===== src/ctsf_pkg.sv =====
// ----------------------------------------------------------------------------
// ctsf_pkg - text stream filter shared definitions
// Character codes, configuration register indexes and types, the rendering
// function for the caret and M- notation, and default sizes.
// ----------------------------------------------------------------------------
package ctsf_pkg;

	localparam int NUMBER_DIGITS = 6;
	localparam int QUEUE_DEPTH   = 4;

	localparam int CFG_INDEX_W = 3;
	localparam int CFG_DATA_W  = 1;

	localparam logic [CFG_INDEX_W-1:0] CFG_NUMBER_NONBLANK = 3'd0;
	localparam logic [CFG_INDEX_W-1:0] CFG_NUMBER_ALL      = 3'd1;
	localparam logic [CFG_INDEX_W-1:0] CFG_BLANK_SQUEEZE   = 3'd2;
	localparam logic [CFG_INDEX_W-1:0] CFG_SHOW_NONPRINT   = 3'd3;
	localparam logic [CFG_INDEX_W-1:0] CFG_SHOW_ENDS       = 3'd4;
	localparam logic [CFG_INDEX_W-1:0] CFG_TAB_CARET       = 3'd5;

	localparam logic [7:0] CHAR_TAB   = 8'h09;
	localparam logic [7:0] CHAR_NL    = 8'h0A;
	localparam logic [7:0] CHAR_SPACE = 8'h20;
	localparam logic [7:0] CHAR_DOLLAR = 8'h24;
	localparam logic [7:0] CHAR_DASH  = 8'h2D;
	localparam logic [7:0] CHAR_ZERO  = 8'h30;
	localparam logic [7:0] CHAR_QUERY = 8'h3F;
	localparam logic [7:0] CHAR_UPPER_I = 8'h49;
	localparam logic [7:0] CHAR_UPPER_M = 8'h4D;
	localparam logic [7:0] CHAR_CARET = 8'h5E;

	localparam logic [7:0] LAST_CTRL   = 8'd31;
	localparam logic [7:0] CHAR_DEL    = 8'd127;
	localparam logic [7:0] HIGH_FIRST  = 8'd128;
	localparam logic [7:0] HIGH_CTRL_LAST = 8'd159;
	localparam logic [7:0] HIGH_PRINT_FIRST = 8'd160;
	localparam logic [7:0] HIGH_PRINT_LAST  = 8'd254;
	localparam logic [7:0] CARET_OFFSET = 8'd64;
	localparam logic [7:0] META_OFFSET  = 8'd128;

	typedef struct packed {
		logic number_nonblank;
		logic number_all;
		logic blank_squeeze;
		logic show_nonprint;
		logic show_ends;
		logic tab_caret;
	} cfg_t;

	// rendered byte: up to four characters, index of the last one
	typedef struct packed {
		logic [1:0]      last;
		logic [3:0][7:0] chars;
	} esc_t;

	function automatic esc_t render(input logic [7:0] c, input cfg_t cfg);
		esc_t r;
		r.last  = 2'd0;
		r.chars = '0;
		r.chars[0] = c;
		if (c == CHAR_TAB && cfg.tab_caret) begin
			r.last = 2'd1;
			r.chars[0] = CHAR_CARET;
			r.chars[1] = CHAR_UPPER_I;
		end else if (c == CHAR_NL && cfg.show_ends) begin
			r.last = 2'd1;
			r.chars[0] = CHAR_DOLLAR;
			r.chars[1] = CHAR_NL;
		end else if (cfg.show_nonprint) begin
			if (c <= LAST_CTRL && c != CHAR_TAB && c != CHAR_NL) begin
				r.last = 2'd1;
				r.chars[0] = CHAR_CARET;
				r.chars[1] = c + CARET_OFFSET;
			end else if (c == CHAR_DEL) begin
				r.last = 2'd1;
				r.chars[0] = CHAR_CARET;
				r.chars[1] = CHAR_QUERY;
			end else if (c >= HIGH_FIRST && c <= HIGH_CTRL_LAST) begin
				r.last = 2'd3;
				r.chars[0] = CHAR_UPPER_M;
				r.chars[1] = CHAR_DASH;
				r.chars[2] = CHAR_CARET;
				r.chars[3] = c - CARET_OFFSET;
			end else if (c >= HIGH_PRINT_FIRST && c <= HIGH_PRINT_LAST) begin
				r.last = 2'd2;
				r.chars[0] = CHAR_UPPER_M;
				r.chars[1] = CHAR_DASH;
				r.chars[2] = c - META_OFFSET;
			end else if (c > HIGH_PRINT_LAST) begin
				r.last = 2'd3;
				r.chars[0] = CHAR_UPPER_M;
				r.chars[1] = CHAR_DASH;
				r.chars[2] = CHAR_CARET;
				r.chars[3] = CHAR_QUERY;
			end
		end
		return r;
	endfunction

endpackage


===== src/ctsf_if.sv =====
// ----------------------------------------------------------------------------
// ctsf_if - stream channels of the text filter
// Input byte channel and output character channel, valid/ready handshake.
// ----------------------------------------------------------------------------
interface ctsf_in_if;
	logic       valid;
	logic       ready;
	logic [7:0] in_byte;

	modport source (output valid, output in_byte, input ready);
	modport sink   (input valid, input in_byte, output ready);
endinterface

interface ctsf_out_if;
	logic       valid;
	logic       ready;
	logic [7:0] out_char;
	logic       last_char;

	modport source (output valid, output out_char, output last_char, input ready);
	modport sink   (input valid, input out_char, input last_char, output ready);
endinterface


===== src/ctsf_front.sv =====
// ----------------------------------------------------------------------------
// ctsf_front - byte intake and classification
// Holds configuration and line state, drops squeezed newlines, renders the
// line number and the byte's notation into one queue word.
// ----------------------------------------------------------------------------
module ctsf_front #(
	parameter int NUMBER_DIGITS = ctsf_pkg::NUMBER_DIGITS
) (
	input  logic                                   clk,
	input  logic                                   arst_n,
	input  logic                                   cfg_we,
	input  logic [ctsf_pkg::CFG_INDEX_W-1:0]       cfg_index,
	input  logic [ctsf_pkg::CFG_DATA_W-1:0]        cfg_data,
	ctsf_in_if.sink                                text,
	output logic                                   push_valid,
	input  logic                                   push_ready,
	output logic                                   num_en,
	output logic [NUMBER_DIGITS-1:0][7:0]          num_chars,
	output ctsf_pkg::esc_t                         esc
);

	localparam int CNT_W = 4 * NUMBER_DIGITS;

	ctsf_pkg::cfg_t   cfg_q;
	logic             prev_nl_q;
	logic             prev2_nl_q;
	logic [CNT_W-1:0] count_q;
	logic [CNT_W-1:0] count_next;
	logic             nl;
	logic             squeeze;
	logic             take;

	assign nl         = (text.in_byte == ctsf_pkg::CHAR_NL);
	assign squeeze    = cfg_q.blank_squeeze && prev2_nl_q && prev_nl_q && nl;
	assign text.ready = push_ready;
	assign push_valid = text.valid && !squeeze;
	assign take       = push_valid && push_ready;
	assign num_en     = cfg_q.number_nonblank ? (!nl && prev_nl_q)
	                                          : (cfg_q.number_all && prev_nl_q);
	assign esc        = ctsf_pkg::render(text.in_byte, cfg_q);

	always_comb begin
		logic       lead;
		logic       full;
		logic       carry;
		logic [3:0] d;
		lead       = 1'b1;
		full       = 1'b1;
		carry      = 1'b1;
		count_next = count_q;
		num_chars  = '0;
		for (int p = 0; p < NUMBER_DIGITS; p++) begin
			d = count_q[4*(NUMBER_DIGITS-1-p) +: 4];
			if (d > 4'd9)
				d = 4'd9;
			lead = lead && (d == 4'd0) && (p != NUMBER_DIGITS - 1);
			num_chars[p] = lead ? ctsf_pkg::CHAR_SPACE : (ctsf_pkg::CHAR_ZERO + {4'd0, d});
		end
		for (int i = 0; i < NUMBER_DIGITS; i++) begin
			d = count_q[4*i +: 4];
			if (d != 4'd9)
				full = 1'b0;
			if (carry) begin
				if (d >= 4'd9) begin
					count_next[4*i +: 4] = 4'd0;
				end else begin
					count_next[4*i +: 4] = d + 4'd1;
					carry = 1'b0;
				end
			end
		end
		if (full)
			count_next = count_q;
	end

	always_ff @(posedge clk or negedge arst_n) begin
		if (!arst_n) begin
			cfg_q      <= '0;
			prev_nl_q  <= 1'b1;
			prev2_nl_q <= 1'b0;
			count_q    <= CNT_W'(1);
		end else begin
			if (cfg_we) begin
				unique case (cfg_index)
					ctsf_pkg::CFG_NUMBER_NONBLANK: cfg_q.number_nonblank <= cfg_data[0];
					ctsf_pkg::CFG_NUMBER_ALL:      cfg_q.number_all      <= cfg_data[0];
					ctsf_pkg::CFG_BLANK_SQUEEZE:   cfg_q.blank_squeeze   <= cfg_data[0];
					ctsf_pkg::CFG_SHOW_NONPRINT:   cfg_q.show_nonprint   <= cfg_data[0];
					ctsf_pkg::CFG_SHOW_ENDS:       cfg_q.show_ends       <= cfg_data[0];
					ctsf_pkg::CFG_TAB_CARET:       cfg_q.tab_caret       <= cfg_data[0];
					default: ;
				endcase
			end
			if (take) begin
				prev2_nl_q <= prev_nl_q;
				prev_nl_q  <= nl;
				if (num_en)
					count_q <= count_next;
			end
		end
	end

endmodule


===== src/ctsf_queue.sv =====
// ----------------------------------------------------------------------------
// ctsf_queue - short word queue between intake and emitter
// Register-based FIFO with occupancy count.
// ----------------------------------------------------------------------------
module ctsf_queue #(
	parameter int WIDTH = 8,
	parameter int DEPTH = ctsf_pkg::QUEUE_DEPTH
) (
	input  logic             clk,
	input  logic             arst_n,
	input  logic             push_valid,
	output logic             push_ready,
	input  logic [WIDTH-1:0] push_data,
	output logic             head_valid,
	input  logic             pop,
	output logic [WIDTH-1:0] head_data
);

	localparam int PTR_W = $clog2(DEPTH);
	localparam int CNT_W = $clog2(DEPTH + 1);

	logic [WIDTH-1:0] mem_q [DEPTH];
	logic [PTR_W-1:0] wr_ptr_q;
	logic [PTR_W-1:0] rd_ptr_q;
	logic [CNT_W-1:0] count_q;
	logic             do_push;
	logic             do_pop;

	assign push_ready = (count_q != CNT_W'(DEPTH));
	assign head_valid = (count_q != '0);
	assign head_data  = mem_q[rd_ptr_q];
	assign do_push    = push_valid && push_ready;
	assign do_pop     = pop && head_valid;

	always_ff @(posedge clk) begin
		if (do_push)
			mem_q[wr_ptr_q] <= push_data;
	end

	always_ff @(posedge clk or negedge arst_n) begin
		if (!arst_n) begin
			wr_ptr_q <= '0;
			rd_ptr_q <= '0;
			count_q  <= '0;
		end else begin
			if (do_push)
				wr_ptr_q <= (wr_ptr_q == PTR_W'(DEPTH - 1)) ? '0 : wr_ptr_q + PTR_W'(1);
			if (do_pop)
				rd_ptr_q <= (rd_ptr_q == PTR_W'(DEPTH - 1)) ? '0 : rd_ptr_q + PTR_W'(1);
			if (do_push && !do_pop)
				count_q <= count_q + CNT_W'(1);
			else if (do_pop && !do_push)
				count_q <= count_q - CNT_W'(1);
		end
	end

endmodule


===== src/ctsf_back.sv =====
// ----------------------------------------------------------------------------
// ctsf_back - character emitter
// Steps through the number, tab and rendered characters of the head word,
// one character per cycle into a registered output unless the receiver stalls.
// ----------------------------------------------------------------------------
module ctsf_back #(
	parameter int NUMBER_DIGITS = ctsf_pkg::NUMBER_DIGITS
) (
	input  logic                          clk,
	input  logic                          arst_n,
	input  logic                          head_valid,
	input  logic                          head_num_en,
	input  logic [NUMBER_DIGITS-1:0][7:0] head_num_chars,
	input  ctsf_pkg::esc_t                head_esc,
	output logic                          pop,
	ctsf_out_if.source                    chars
);

	localparam int POS_W = $clog2(NUMBER_DIGITS + 1);

	logic [7:0]       numtab [NUMBER_DIGITS+1];
	logic [POS_W-1:0] num_pos_q;
	logic [1:0]       esc_pos_q;
	logic             num_done_q;
	logic             out_valid_q;
	logic [7:0]       out_char_q;
	logic             out_last_q;
	logic             adv;
	logic             step;
	logic             in_num;
	logic             last;
	logic [7:0]       cur;

	always_comb begin
		for (int p = 0; p < NUMBER_DIGITS; p++)
			numtab[p] = head_num_chars[p];
		numtab[NUMBER_DIGITS] = ctsf_pkg::CHAR_TAB;
	end

	assign adv    = !out_valid_q || chars.ready;
	assign step   = adv && head_valid;
	assign in_num = head_num_en && !num_done_q;
	assign last   = !in_num && (esc_pos_q == head_esc.last);
	assign cur    = in_num ? numtab[num_pos_q] : head_esc.chars[esc_pos_q];
	assign pop    = step && last;

	assign chars.valid     = out_valid_q;
	assign chars.out_char  = out_char_q;
	assign chars.last_char = out_last_q;

	always_ff @(posedge clk) begin
		if (step) begin
			out_char_q <= cur;
			out_last_q <= last;
		end
	end

	always_ff @(posedge clk or negedge arst_n) begin
		if (!arst_n) begin
			out_valid_q <= 1'b0;
			num_pos_q   <= '0;
			esc_pos_q   <= '0;
			num_done_q  <= 1'b0;
		end else begin
			if (adv)
				out_valid_q <= head_valid;
			if (step) begin
				if (in_num) begin
					if (num_pos_q == POS_W'(NUMBER_DIGITS)) begin
						num_pos_q  <= '0;
						num_done_q <= 1'b1;
					end else begin
						num_pos_q <= num_pos_q + POS_W'(1);
					end
				end else if (last) begin
					esc_pos_q  <= '0;
					num_done_q <= 1'b0;
				end else begin
					esc_pos_q <= esc_pos_q + 2'd1;
				end
			end
		end
	end

endmodule


===== src/cat_text_stream_filter.sv =====
// A taken byte is stored in the queue, then its first character is registered at
// the output. Throughput: one byte per cycle while each byte gives one character
// and the receiver is ready; a byte gives 1 to NUMBER_DIGITS+5 characters, set by
// the emitter's one-per-cycle pace. The intake queue (QUEUE_DEPTH words) absorbs
// number and notation bursts. Reset: configuration off, line counter at one, as
// if after a newline, queue and output empty.
// ----------------------------------------------------------------------------
// cat_text_stream_filter - line numbering and caret notation text filter
// Intake and classification, word queue, and character emitter.
// ----------------------------------------------------------------------------
module cat_text_stream_filter #(
	parameter int NUMBER_DIGITS = ctsf_pkg::NUMBER_DIGITS,
	parameter int QUEUE_DEPTH   = ctsf_pkg::QUEUE_DEPTH
) (
	input  logic                             clk,
	input  logic                             arst_n,
	input  logic                             cfg_we,
	input  logic [ctsf_pkg::CFG_INDEX_W-1:0] cfg_index,
	input  logic [ctsf_pkg::CFG_DATA_W-1:0]  cfg_data,
	ctsf_in_if.sink                          text,
	ctsf_out_if.source                       chars
);

	localparam int WORD_W = 1 + 8 * NUMBER_DIGITS + $bits(ctsf_pkg::esc_t);

	logic                          push_valid;
	logic                          push_ready;
	logic                          num_en;
	logic [NUMBER_DIGITS-1:0][7:0] num_chars;
	ctsf_pkg::esc_t                esc;
	logic                          head_valid;
	logic                          pop;
	logic [WORD_W-1:0]             head_word;
	logic                          head_num_en;
	logic [NUMBER_DIGITS-1:0][7:0] head_num_chars;
	ctsf_pkg::esc_t                head_esc;

	ctsf_front #(.NUMBER_DIGITS(NUMBER_DIGITS)) u_front (
		.clk        (clk),
		.arst_n     (arst_n),
		.cfg_we     (cfg_we),
		.cfg_index  (cfg_index),
		.cfg_data   (cfg_data),
		.text       (text),
		.push_valid (push_valid),
		.push_ready (push_ready),
		.num_en     (num_en),
		.num_chars  (num_chars),
		.esc        (esc)
	);

	ctsf_queue #(.WIDTH(WORD_W), .DEPTH(QUEUE_DEPTH)) u_queue (
		.clk        (clk),
		.arst_n     (arst_n),
		.push_valid (push_valid),
		.push_ready (push_ready),
		.push_data  ({num_en, num_chars, esc}),
		.head_valid (head_valid),
		.pop        (pop),
		.head_data  (head_word)
	);

	assign {head_num_en, head_num_chars, head_esc} = head_word;

	ctsf_back #(.NUMBER_DIGITS(NUMBER_DIGITS)) u_back (
		.clk            (clk),
		.arst_n         (arst_n),
		.head_valid     (head_valid),
		.head_num_en    (head_num_en),
		.head_num_chars (head_num_chars),
		.head_esc       (head_esc),
		.pop            (pop),
		.chars          (chars)
	);

endmodule


===== src/flat_wrapper.sv =====
// flat-port wrapper written by rule: the top's interface ports become plain ports
module cat_text_stream_filter_flat 
#(
	parameter int NUMBER_DIGITS = ctsf_pkg::NUMBER_DIGITS,
	parameter int QUEUE_DEPTH   = ctsf_pkg::QUEUE_DEPTH
)
  (clk, arst_n, cfg_we, cfg_index, cfg_data, text_valid, text_in_byte, text_ready, chars_valid, chars_out_char, chars_last_char, chars_ready);
  ctsf_in_if text_i ();
  ctsf_out_if chars_i ();
  input  logic clk;
  input  logic arst_n;
  input  logic cfg_we;
  input  logic [ctsf_pkg::CFG_INDEX_W-1:0] cfg_index;
  input  logic [ctsf_pkg::CFG_DATA_W-1:0] cfg_data;
  input wire logic [$bits(text_i.valid)-1:0] text_valid;
  input wire logic [$bits(text_i.in_byte)-1:0] text_in_byte;
  output wire logic [$bits(text_i.ready)-1:0] text_ready;
  output wire logic [$bits(chars_i.valid)-1:0] chars_valid;
  output wire logic [$bits(chars_i.out_char)-1:0] chars_out_char;
  output wire logic [$bits(chars_i.last_char)-1:0] chars_last_char;
  input wire logic [$bits(chars_i.ready)-1:0] chars_ready;
  assign text_i.valid = text_valid;
  assign text_i.in_byte = text_in_byte;
  assign text_ready = text_i.ready;
  assign chars_valid = chars_i.valid;
  assign chars_out_char = chars_i.out_char;
  assign chars_last_char = chars_i.last_char;
  assign chars_i.ready = chars_ready;
  cat_text_stream_filter #(.NUMBER_DIGITS(NUMBER_DIGITS), .QUEUE_DEPTH(QUEUE_DEPTH)) u_core (.clk(clk), .arst_n(arst_n), .cfg_we(cfg_we), .cfg_index(cfg_index), .cfg_data(cfg_data), .text(text_i), .chars(chars_i));
endmodule

===== config.mk =====
export PLATFORM = sky130hd
export DESIGN_NAME = cat_text_stream_filter_flat
export DESIGN_NICKNAME = d
export VERILOG_FILES = /design/src/ctsf_pkg.sv /design/src/ctsf_if.sv /design/src/ctsf_front.sv /design/src/ctsf_queue.sv /design/src/ctsf_back.sv /design/src/cat_text_stream_filter.sv /design/src/flat_wrapper.sv
export SDC_FILE = /design/constraint.sdc
export NUM_CORES = 1
export LEC_CHECK = 0
export ABC_AREA = 1
export BUFFER_PORTS_ARGS = -buffer_cell sky130_fd_sc_hd__buf_2
export CORE_MARGIN = 1.5
export CORE_UTILIZATION = 68
export DETAILED_ROUTE_END_ITERATION = 10
export PLACE_DENSITY = 0.89
export SLEW_MARGIN = 20
export SYNTH_ARGS = -nofsm -noshare
export SYNTH_HDL_FRONTEND = slang
export SYNTH_SLANG_ARGS = --single-unit

===== constraint.sdc =====
create_clock -name clk -period 7.1 [get_ports clk]
set_input_delay 0.355 -clock clk [delete_from_list [all_inputs] [get_ports clk]]
set_output_delay 0.355 -clock clk [all_outputs]
set_load 0.05 [all_outputs]

==> results.json, run 1 <==
{
  "ff2ff_setup_slack_ns": 2.41,
  "power_density_nw_per_um2": 390,
  "initial_utilization_pct": 69.1,
  "ys_seq_area_share_pct": 62.9,
  "synth_top_area_cell": "edfxtp_1",
  "grt_max_degree": 92,
  "wire_per_inst_um": 18.6,
  "pre_cts_ws_ns": 2.69,
  "critPathArrivalTime_ns": 5.13,
  "crit_required_ns": 7.54,
  "synth_most_common_cell": "nand2_1",
  "final_nets": 1541,
  "crit_path_cell_trace": "clkinv_2 > buf_4 > nand2_1 > nand3_1 > nand2_1 > nand2_1 > nand3_1 > nor2_2 > nand2_1 > ha_1 > inv_1 > fa_1 > a21oi_1 > o21ai_0 > xor2_1",
  "ant_nets": 0,
  "numPortBuffers": 27,
  "antenna_found_initial": 0,
  "grt_overflow": 0,
  "n_antenna_cell": 0,
  "cp_common_cell": "nand2_1",
  "internal_power_mw": 3.81,
  "slew_headroom_pct": 24.7,
  "reg2reg_to": "u_core.u_queue.count_q[2]$_DFFE_PN0P_",
  "min_path_cells": 3,
  "ioPinCount": 28,
  "cap_viol_max_count": 0,
  "drive_above_1_share_pct": 7.84,
  "grt_pass1_vias": 10100,
  "clock_skew_ns": 0.0241,
  "synth.distinct_cells": 39,
  "cts_resized": 0,
  "synthFlopType": "edfxtp_1",
  "reg2regPathDepth": 15,
  "synth_cells": 1483,
  "finalWirelength_um": 33300,
  "fin_tns_setup_ns": 0,
  "rsz0062_at_grt": "false",
  "path_clk_slew_ns": 0.06,
  "crit_fanout": 74,
  "status": "finished clean",
  "min_from": "cfg_we",
  "yosysWarnings": 0,
  "synth_area_leaders": "edfxtp_1, nand2_1, dfrtp_1, nand3_1, inv_1",
  "die_y_um": 149,
  "async_flop_share_pct": 14.8,
  "syn_area_um2": 14500,
  "p_sw_mw": 2.32,
  "pwr-share-seq_pct": 43.4,
  "hold_viol": 0,
  "viasPerCell": 6.04,
  "r2r-start": "u_core.u_queue.rd_ptr_q[0]$_DFFE_PN0P_",
  "cp_top_family": "buffers and inverters",
  "cp_slowest_cell": "clkinv_2",
  "synth_edf_count": 265,
  "min_path_type": "primary input to flip-flop",
  "area_delta_synth_final_pct": 8.60,
  "grt_use_total_pct": 30.6,
  "core_um2": 21000,
  "fin_ws_ns": 2.41,
  "rows": 53,
  "die_w_um": 149,
  "clkPwrFrac_pct": 24.5,
  "numCtsBuffers": 30,
  "yosysTopAreaCellShare_pct": 54.9,
  "start_kind": "flip-flop",
  "max_stage_delay_ns": 0.78,
  "vias": 10800,
  "endpoint_kind": "flip-flop",
  "ir_drop_mv": 0.417,
  "first_pass_iters": 8,
  "p_leak_nw": 6.69,
  "clockRootBuffer": "clkbuf_16",
  "dp_hpwl_um": 19400,
  "syn_nets": 1530,
  "finalCritPeriodShare_pct": 66.1,
  "ctsLongestPathBuffers": 3,
  "synth_common_cells": "nand2_1, edfxtp_1, nand3_1, inv_1, nor2_1",
  "finalSetupViolCount": 0,
  "finalMaxSlewViolations": 0,
  "finalPower_mw": 6.13,
  "crit_start": "u_core.u_queue.rd_ptr_q[0]$_DFFE_PN0P_",
  "fmax_mhz": 213,
  "seqCellArea_um2": 9120,
  "postSynthAreaPerCell_um2": 9.77,
  "drc": 0,
  "synth_seq_cells": 311,
  "multi_input_area_um2": 4540,
  "p_sw_share_pct": 37.8,
  "hold_end": "u_core.u_front.cfg_q[1]$_DFFE_PN0P_",
  "pwr-share-comb_pct": 32.0,
  "grt_pass1_wl_um": 52700,
  "critical_path_class": "flip-flop to flip-flop",
  "cp_num_buf_inv": 3,
  "htree_levels": 1,
  "n_fill_cell": 1251,
  "cts_tree": "built",
  "dr.first_iter.drc_count": 1403,
  "die_area_um2": 22200,
  "clock-sinks": 311,
  "clk_latency_ns": 0.56,
  "gp_congestion": 0.905,
  "tightest_slew_ns": 1.13,
  "finalCriticalPeriod_ns": 4.69
}
[routing by layer]
layer  vias to the layer above  global-route usage (%)  part of all wire (%)  wire length (um)
met4                         0                    9.36                   2.5               824
met2                       760                    49.5                    49             16200
met3                        88                    6.12                    12              4050
met1                      5046                    42.5                    37             12300
li1                       4928                       -                     -                 -
met5                         -                       0                     0                 0
[through the flow]
| stage | utilization, % | hold slack (ns) | cells | instance area, um2 |
|---|---|---|---|---|
| 2_1_floorplan | - | 0.0594 | 1483 | 14500 |
| 3_3_place_gp | 70.6 | 0.469 | 1735 | 14800 |
| 3_5_place_dp | 70.6 | 0.467 | 1735 | 14800 |
| 4_1_cts | 75.1 | 0.106 | 1793 | 15700 |
| 5_1_grt | 75.1 | 0.141 | 1793 | 15700 |
| 6_report | 75.1 | 0.115 | 1793 | 15700 |
[placed cells by master (no fill, tap or decap), types with 8 or more instances in the layout]
cell | Yosys | final
a21oi_1 | 31 | 31
buf_2 | 34 | 27
buf_4 | 3 | 9
clkbuf_1 | 17 | 10
clkbuf_16 | 0 | 31
clkinv_1 | 3 | 8
dfrtp_1 | 44 | 42
edfxtp_1 | 265 | 265
ha_1 | 29 | 29
inv_1 | 149 | 149
nand2_1 | 431 | 431
nand3_1 | 157 | 157
nand4_1 | 12 | 12
nor2_1 | 146 | 142
nor2_4 | 4 | 8
o21ai_0 | 79 | 79
xor2_1 | 11 | 11
[flip-flops by register name, summed over array words and instances (netlist names)]
register	cells
u_core.u_back.chars.out_char	8
u_core.u_front.cfg_q	6
u_core.u_back.esc_pos_q	2
u_core.u_back.num_done_q	1
u_core.u_back.num_pos_q	3
u_core.u_queue.wr_ptr_q	2
u_core.u_back.chars.valid	1
u_core.u_front.count_q	24
u_core.u_queue.count_q	3
u_core.u_front.prev2_nl_q	1
u_core.u_back.chars.last_char	1
u_core.u_queue.rd_ptr_q	2
u_core.u_queue.mem_q	256
u_core.u_front.prev_nl_q	1
[what timing repair did]
item,4_1_cts,5_1_grt
hold endpoints to repair,45,0
buffers inserted,0,0
hold buffers,2,0
[power by group through the flow]
stage	Clock [mW]	Sequential (mW)	Combinational, mW
4_1_cts	1.50	2.65	1.93
6_report	1.50	2.66	1.96
2_1_floorplan	0	2.70	1.32
3_5_place_dp	0	2.68	1.88
5_1_grt	1.58	2.69	2.15
3_3_place_gp	0	2.67	1.79
[kinds of logic after synthesis]
kind of cell               after synthesis  share of synthesized area [%]
xor gates and xnor gates                13                          0.786
and+or+nand+nor                        779                           22.6
adders and majority gates               30                           2.64
AOI/OAI and AO/OA                      134                           5.01
buffers and inverters                  216                           6.04
DFF                                    311                           62.9
[tightest hold or removal path, stage by stage]
cell,delay (ns)
buf_2,0.11
nand3_1,0.09
o21ai_0,0.07
[how the worst max path moves through the flow]
| stage | to | slack, ns | cells after the start |
|---|---|---|---|
| 2_1_floorplan | u_core.u_queue.mem_q[0][0]$_DFFE_PP_ | 2.70 | 5 |
| 3_3_place_gp | u_core.u_queue.count_q[2]$_DFFE_PN0P_ | 2.84 | 15 |
| 3_5_place_dp | u_core.u_queue.count_q[2]$_DFFE_PN0P_ | 2.69 | 15 |
| 4_1_cts | u_core.u_queue.count_q[2]$_DFFE_PN0P_ | 2.55 | 15 |
| 5_1_grt | u_core.u_queue.count_q[2]$_DFFE_PN0P_ | 2.17 | 15 |
| 6_report | u_core.u_queue.count_q[2]$_DFFE_PN0P_ | 2.41 | 15 |
[area by class of cell]
cell class / instances / area share [%]
Timing Repair Buffer: 38 / 1.42
Clock buffer: 42 / 5.26
Inverter: 157 / 3.75
Clock inverter: 14 / 0.604
Sequential cell: 311 / 57.9
Tap cell: 275 / 2.19
Multi-Input combinational cell: 956 / 28.8
No activity file was read; power rests on OpenSTA's default activity.
==> run 2: changes to the inputs <==
--- a/config.mk
+++ b/config.mk
@@ -8,9 +8,9 @@
 export ABC_AREA = 1
 export BUFFER_PORTS_ARGS = -buffer_cell sky130_fd_sc_hd__buf_2
 export CORE_MARGIN = 1.5
-export CORE_UTILIZATION = 68
+export CORE_UTILIZATION = 63
 export DETAILED_ROUTE_END_ITERATION = 10
-export PLACE_DENSITY = 0.89
+export PLACE_DENSITY = 0.84
 export SLEW_MARGIN = 20
 export SYNTH_ARGS = -nofsm -noshare
 export SYNTH_HDL_FRONTEND = slang
==> constraint.sdc (replaced) <==
create_clock -name clk -period 4.5 [get_ports clk]
set_input_delay 0.225 -clock clk [delete_from_list [all_inputs] [get_ports clk]]
set_output_delay 0.225 -clock clk [all_outputs]
set_load 0.05 [all_outputs]
==> run 2 against run 1 <==
  * Setup slack lost 1.7 ns
  * Sequential power grew 59%
  * Register-to-register slack lost 1.7 ns
  * Die area grew 7.8%
  * Routed wire length grew 0.18%
  * Utilization shrank 4.7 points
  * Clock power grew 70%
  * Critical path depth shrank 2
  * Clock-buffer cell count shrank 4
==> results.json, run 2 (same netlist as run 1, synthesis figures left out) <==
{
  "grt_max_degree": 80,
  "largest_register": "u_core.u_queue.mem_q",
  "clk_latency_ns": 0.56,
  "tightest_slew_ns": 1.05,
  "viasPerCell": 5.89,
  "p_sw_mw": 3.64,
  "gp_congestion": 0.899,
  "clkPwrFrac_pct": 25.9,
  "max_stage_delay_ns": 0.83,
  "antenna_found_initial": 0,
  "internal_power_mw": 6.20,
  "p_sw_share_pct": 37.0,
  "largest_reg_flops": 256,
  "cp_slowest_cell": "dfrtp_4",
  "cts_setup_buffers": 0,
  "final_cell_mix": "nand2_1, edfxtp_1, nand3_1, inv_1, nor2_1",
  "layout_commonest_cell": "nand2_1",
  "rows": 55,
  "finalWirelength_um": 33400,
  "critPathArrivalTime_ns": 4.21,
  "fmax_mhz": 265,
  "fin_tns_setup_ns": 0,
  "die_w_um": 155,
  "fin_util_pct": 70.4,
  "start_kind": "flip-flop",
  "clockRootBuffer": "clkbuf_16",
  "min_path_type": "primary input to flip-flop",
  "status": "finished clean",
  "endpoint_kind": "flip-flop",
  "grt_use_total_pct": 28.6,
  "core_um2": 22600,
  "ant_nets": 0,
  "cp_num_buf_inv": 2,
  "crit_fanout": 79,
  "numCtsBuffers": 29,
  "first_pass_iters": 6,
  "dr.first_iter.drc_count": 1629,
  "crit_path_cell_trace": "buf_4 > nand2_1 > nand3_1 > nand2_1 > nand2_1 > nand3_1 > nor2_2 > nand2_1 > ha_1 > inv_1 > fa_1 > nor2_1 > a21oi_1",
  "ctsLongestPathBuffers": 3,
  "hold_viol": 0,
  "finalCriticalPeriod_ns": 3.77,
  "die_y_um": 155,
  "cts_tree": "built",
  "ioPinCount": 28,
  "cap_viol_max_count": 0,
  "clock_skew_ns": 0.0295,
  "n_antenna_cell": 0,
  "rsz0062_at_grt": "false",
  "numPortBuffers": 27,
  "finalSetupViolCount": 0,
  "finalMaxSlewViolations": 0,
  "final_nets": 1549,
  "dp_hpwl_um": 20300,
  "critical_path_class": "flip-flop to flip-flop",
  "ir_drop_mv": 0.451,
  "path_clk_slew_ns": 0.07,
  "htree_levels": 1,
  "pwr-share-comb_pct": 31.2,
  "vias": 10700,
  "drive_above_1_share_pct": 8.46,
  "ff2ff_setup_slack_ns": 0.73,
  "initial_utilization_pct": 64.2,
  "area_delta_synth_final_pct": 9.72,
  "crit_required_ns": 4.94,
  "wire_per_inst_um": 18.5,
  "grt_pass1_vias": 10300,
  "clock-sinks": 311,
  "die_area_um2": 23900,
  "power_density_nw_per_um2": 619,
  "fin_ws_ns": 0.730,
  "cp_common_cell": "nand2_1",
  "drc": 0,
  "slew_headroom_pct": 29.9,
  "pwr-share-seq_pct": 42.9,
  "grt_overflow": 0,
  "cp_top_family": "simple AND/OR/NAND/NOR gates",
  "pre_cts_ws_ns": 0.947,
  "finalCritPeriodShare_pct": 83.8,
  "p_leak_nw": 6.76,
  "grt_pass1_wl_um": 53200
}
==> run 2: cell types whose count changed in the layout (fill, tap and decap cells not counted) <==
cell and delta:
buf_4 +5, clkinv_1 -5, bufinv_16 +4, dlygate4sd3_1 +4, clkbuf_1 -2, clkbuf_16 -2, clkinvlp_4 +2, clkinv_2 -1
clkinv_4 +1, inv_6 +1
==> run 2: path summary, 6_finish.rpt <==
path	from	cells past startpoint	end
hold / removal	cfg_data	3	u_core.u_front.cfg_q[1]$_DFFE_PN0P_
min in group asynchronous	arst_n	3	u_core.u_front.cfg_q[2]$_DFFE_PN0P_
max in group asynchronous	arst_n	3	u_core.u_queue.rd_ptr_q[0]$_DFFE_PN0P_
hold reg to reg	u_core.u_front.cfg_q[3]$_DFFE_PN0P_	2	u_core.u_front.cfg_q[3]$_DFFE_PN0P_
setup / recovery	u_core.u_queue.rd_ptr_q[0]$_DFFE_PN0P_	13	u_core.u_queue.count_q[1]$_DFFE_PN0P_
setup reg to reg	u_core.u_queue.rd_ptr_q[0]$_DFFE_PN0P_	13	u_core.u_queue.count_q[1]$_DFFE_PN0P_
==> run 2: layout make-up <==
cell class | instances | area, um2
clock inverters | 16 | 224
fillers | 1532 | 6680
multi-input cells | 956 | 4540
inverters | 157 | 591
well taps | 285 | 357
repair buffers | 47 | 300
clock buffers | 38 | 769
flip-flops and latches | 311 | 9120
==> run 2: power by group through the flow <==
stage	registers, mW	logic [mW]	clock network (mW)
finish	4.22	3.06	2.55
global route	4.27	3.39	2.68
CTS	4.22	3.03	2.55
detailed placement	4.26	2.97	0
global placement	4.24	2.87	0
floorplan	4.26	2.09	0
==> run 2: layer usage <==
layer  global-route usage (%)  share of wire (%)  up-vias
li1                         -                  -     4946
met5                        0                  0        -
met3                     4.57                 11       82
met2                     46.3                 48      624
met1                     39.3                 39     5001
met4                     11.4                2.9        0
==> run 2: through the flow <==
stage | std cells | cell area (um2) | power [mW] | hold slack (ns)
floorplan | 1483 | 14500 | 6.35 | -0.0706
global placement | 1750 | 14800 | 7.12 | 0.364
detailed placement | 1750 | 14800 | 7.23 | 0.370
CTS | 1810 | 15900 | 9.80 | 0.00106
global route | 1810 | 15900 | 10.3 | 0.0302
finish | 1810 | 15900 | 9.83 | 0.000763
==> run 2: tightest hold or removal path: stages <==
cell and delay, ns:
buf_2 0.07, inv_1 0.07, o21ai_0 0.15
==> run 2: timing repair <==
action                                  4_1_cts  5_1_grt
resized for setup                             0        0
endpoints found under the hold margin        48        0
hold buffers                                  6        0
endpoints found under the setup margin        0        0
==> run 3: changes to the inputs <==
==> constraint.sdc (replaced) <==
create_clock -name clk -period 3.9 [get_ports clk]
set_input_delay 0.195 -clock clk [delete_from_list [all_inputs] [get_ports clk]]
set_output_delay 0.195 -clock clk [all_outputs]
set_load 0.05 [all_outputs]
==> run 3 against run 2 <==
  * Via count shrank 0.33%
  * Combinational power grew 19%
  * Critical path type unchanged
  * Global-route usage shrank 0.16 points
  * Die area is the same
  * Maximum frequency grew 25%
  * Highest routed layer unchanged
==> results.json, run 3 (same netlist as run 1, synthesis figures left out) <==
{
  "status": "finished clean",
  "grt_overflow": 0,
  "tightest_slew_ns": 0.991,
  "numCtsBuffers": 29,
  "finalMaxSlewViolations": 0,
  "min_path_type": "primary input to flip-flop",
  "finalCriticalPeriod_ns": 3.01,
  "finalSetupViolCount": 0,
  "gp_congestion": 0.865,
  "grt_pass1_vias": 10500,
  "ant_nets": 0,
  "drive_above_1_share_pct": 8.23,
  "wire_per_inst_um": 18.1,
  "drc": 0,
  "endpoint_kind": "flip-flop",
  "finalPower_mw": 11.1,
  "cts_setup_buffers": 0,
  "crit_required_ns": 4.33,
  "largest_reg_flops": 256,
  "final_cell_mix": "nand2_1, edfxtp_1, nand3_1, inv_1, nor2_1",
  "start_kind": "flip-flop",
  "first_pass_iters": 5,
  "clk_latency_ns": 0.56,
  "initial_utilization_pct": 64.2,
  "core_um2": 22600,
  "clockRootBuffer": "clkbuf_16",
  "rsz0062_at_grt": "false",
  "largest_register": "u_core.u_queue.mem_q",
  "numPortBuffers": 27,
  "fin_util_pct": 70.2,
  "area_delta_synth_final_pct": 9.46,
  "whs_ns": 0.181,
  "dp_hpwl_um": 20500,
  "layout_commonest_cell": "nand2_1",
  "vias": 10600,
  "ioPinCount": 28,
  "cts_tree": "built",
  "critical_path_class": "flip-flop to flip-flop",
  "die_area_um2": 23900,
  "die_y_um": 155,
  "slew_headroom_pct": 33.9,
  "antenna_found_initial": 0,
  "viasPerCell": 5.85,
  "crit_fanout": 43,
  "n_fill_cell": 1540,
  "path_clk_slew_ns": 0.06,
  "ctsLongestPathBuffers": 3,
  "p_leak_nw": 6.75,
  "hold_viol": 0,
  "finalCritPeriodShare_pct": 77.3,
  "clock-sinks": 311,
  "grt_use_total_pct": 28.4,
  "clock_skew_ns": 0.0207,
  "ir_drop_mv": 0.523,
  "critPathArrivalTime_ns": 3.44,
  "die_w_um": 155,
  "finalWirelength_um": 32800,
  "grt_max_degree": 91,
  "cap_viol_max_count": 0,
  "fmax_mhz": 332,
  "n_antenna_cell": 0,
  "grt_pass1_wl_um": 53100,
  "power_density_nw_per_um2": 697,
  "htree_levels": 1,
  "dr.first_iter.drc_count": 1331,
  "final_nets": 1556,
  "rows": 55
}
[run 3: changes by cell type in the layout (fill, tap and decap cells not counted), sizes merged]
cell | previous run | this run
buf | 41 | 43
bufinv | 5 | 1
clkbuf | 38 | 37
clkinv | 10 | 18
clkinvlp | 3 | 0
dlygate4sd3 | 6 | 11
inv | 155 | 154
[run 3: routing by layer]
layer	share of wire (%)	wire length [um]	vias to the layer above	track usage, %
met2	46	15200	587	44.3
met1	38	12600	4964	38.9
li1	-	-	4958	-
met4	3.8	1240	0	12.3
met5	0	0	-	0
met3	11	3760	109	6.44
[run 3: cell type report]
type | count | area, um2 | area share, %
Multi-Input combinational cell | 956 | 4540 | 28.6
Inverter | 157 | 591 | 3.72
Clock inverter | 16 | 108 | 0.679
Clock buffer | 37 | 756 | 4.77
Tap cell | 285 | 357 | 2.25
Timing Repair Buffer | 54 | 393 | 2.48
Sequential cell | 311 | 9120 | 57.5
[run 3: repair_timing]
item / CTS / global route
hold buffers: 11 / 0
endpoints found under the setup margin: 0 / 0
gates resized for setup: 0 / 0
hold endpoints to repair: 51 / 0
[run 3: report_power, final]
part           internal [mW]  switching (mW)
combinational          0.991            2.65
clock                   1.43            1.19
sequential              4.47           0.319
total                   6.89            4.16
[run 3: worst paths after layout]
check                                                       start                                      to  slack [ns]  depth (start not counted)
max                        u_core.u_queue.rd_ptr_q[0]$_DFFE_PN0P_   u_core.u_queue.count_q[2]$_DFFE_PN0P_        0.89                         14
min                                               text_in_byte[5]   u_core.u_queue.mem_q[0][21]$_DFFE_PP_        0.18                          3
max reg2reg                u_core.u_queue.rd_ptr_q[0]$_DFFE_PN0P_   u_core.u_queue.count_q[2]$_DFFE_PN0P_        0.89                         14
min reg2reg                 u_core.u_front.prev2_nl_q$_DFFE_PN0P_   u_core.u_front.prev2_nl_q$_DFFE_PN0P_        0.49                          2
max in group asynchronous                                  arst_n  u_core.u_queue.rd_ptr_q[0]$_DFFE_PN0P_        3.21                          2
min in group asynchronous                                  arst_n  u_core.u_front.count_q[15]$_DFFE_PN0P_        0.19                          2
[run 3: metrics by stage]
| step | setup TNS (ns) | std cells | worst slack [ns] | area [um2] |
|---|---|---|---|---|
| 6_report | 0 | 1816 | 0.886 | 15900 |
| 5_1_grt | 0 | 1816 | 0.666 | 15900 |
| 4_1_cts | 0 | 1816 | 0.923 | 15900 |
| 3_5_place_dp | 0 | 1752 | 0.920 | 14900 |
| 3_3_place_gp | 0 | 1752 | 0.966 | 14900 |
| 2_1_floorplan | -127.53 | 1483 | -0.498 | 14500 |
[run 3: worst max-delay path, stage by stage, from the launching register on]
cell	delay, ns
dfrtp_4	0.71
clkinv_2	0.38
nand2_1	0.14
nand3_1	0.10
nand2_1	0.08
nand2_1	0.05
nand3_1	0.11
nor2_2	0.07
nand2_1	0.20
ha_1	0.19
inv_1	0.07
fa_1	0.38
a21oi_1	0.14
o21ai_0	0.10
xor2_1	0.15
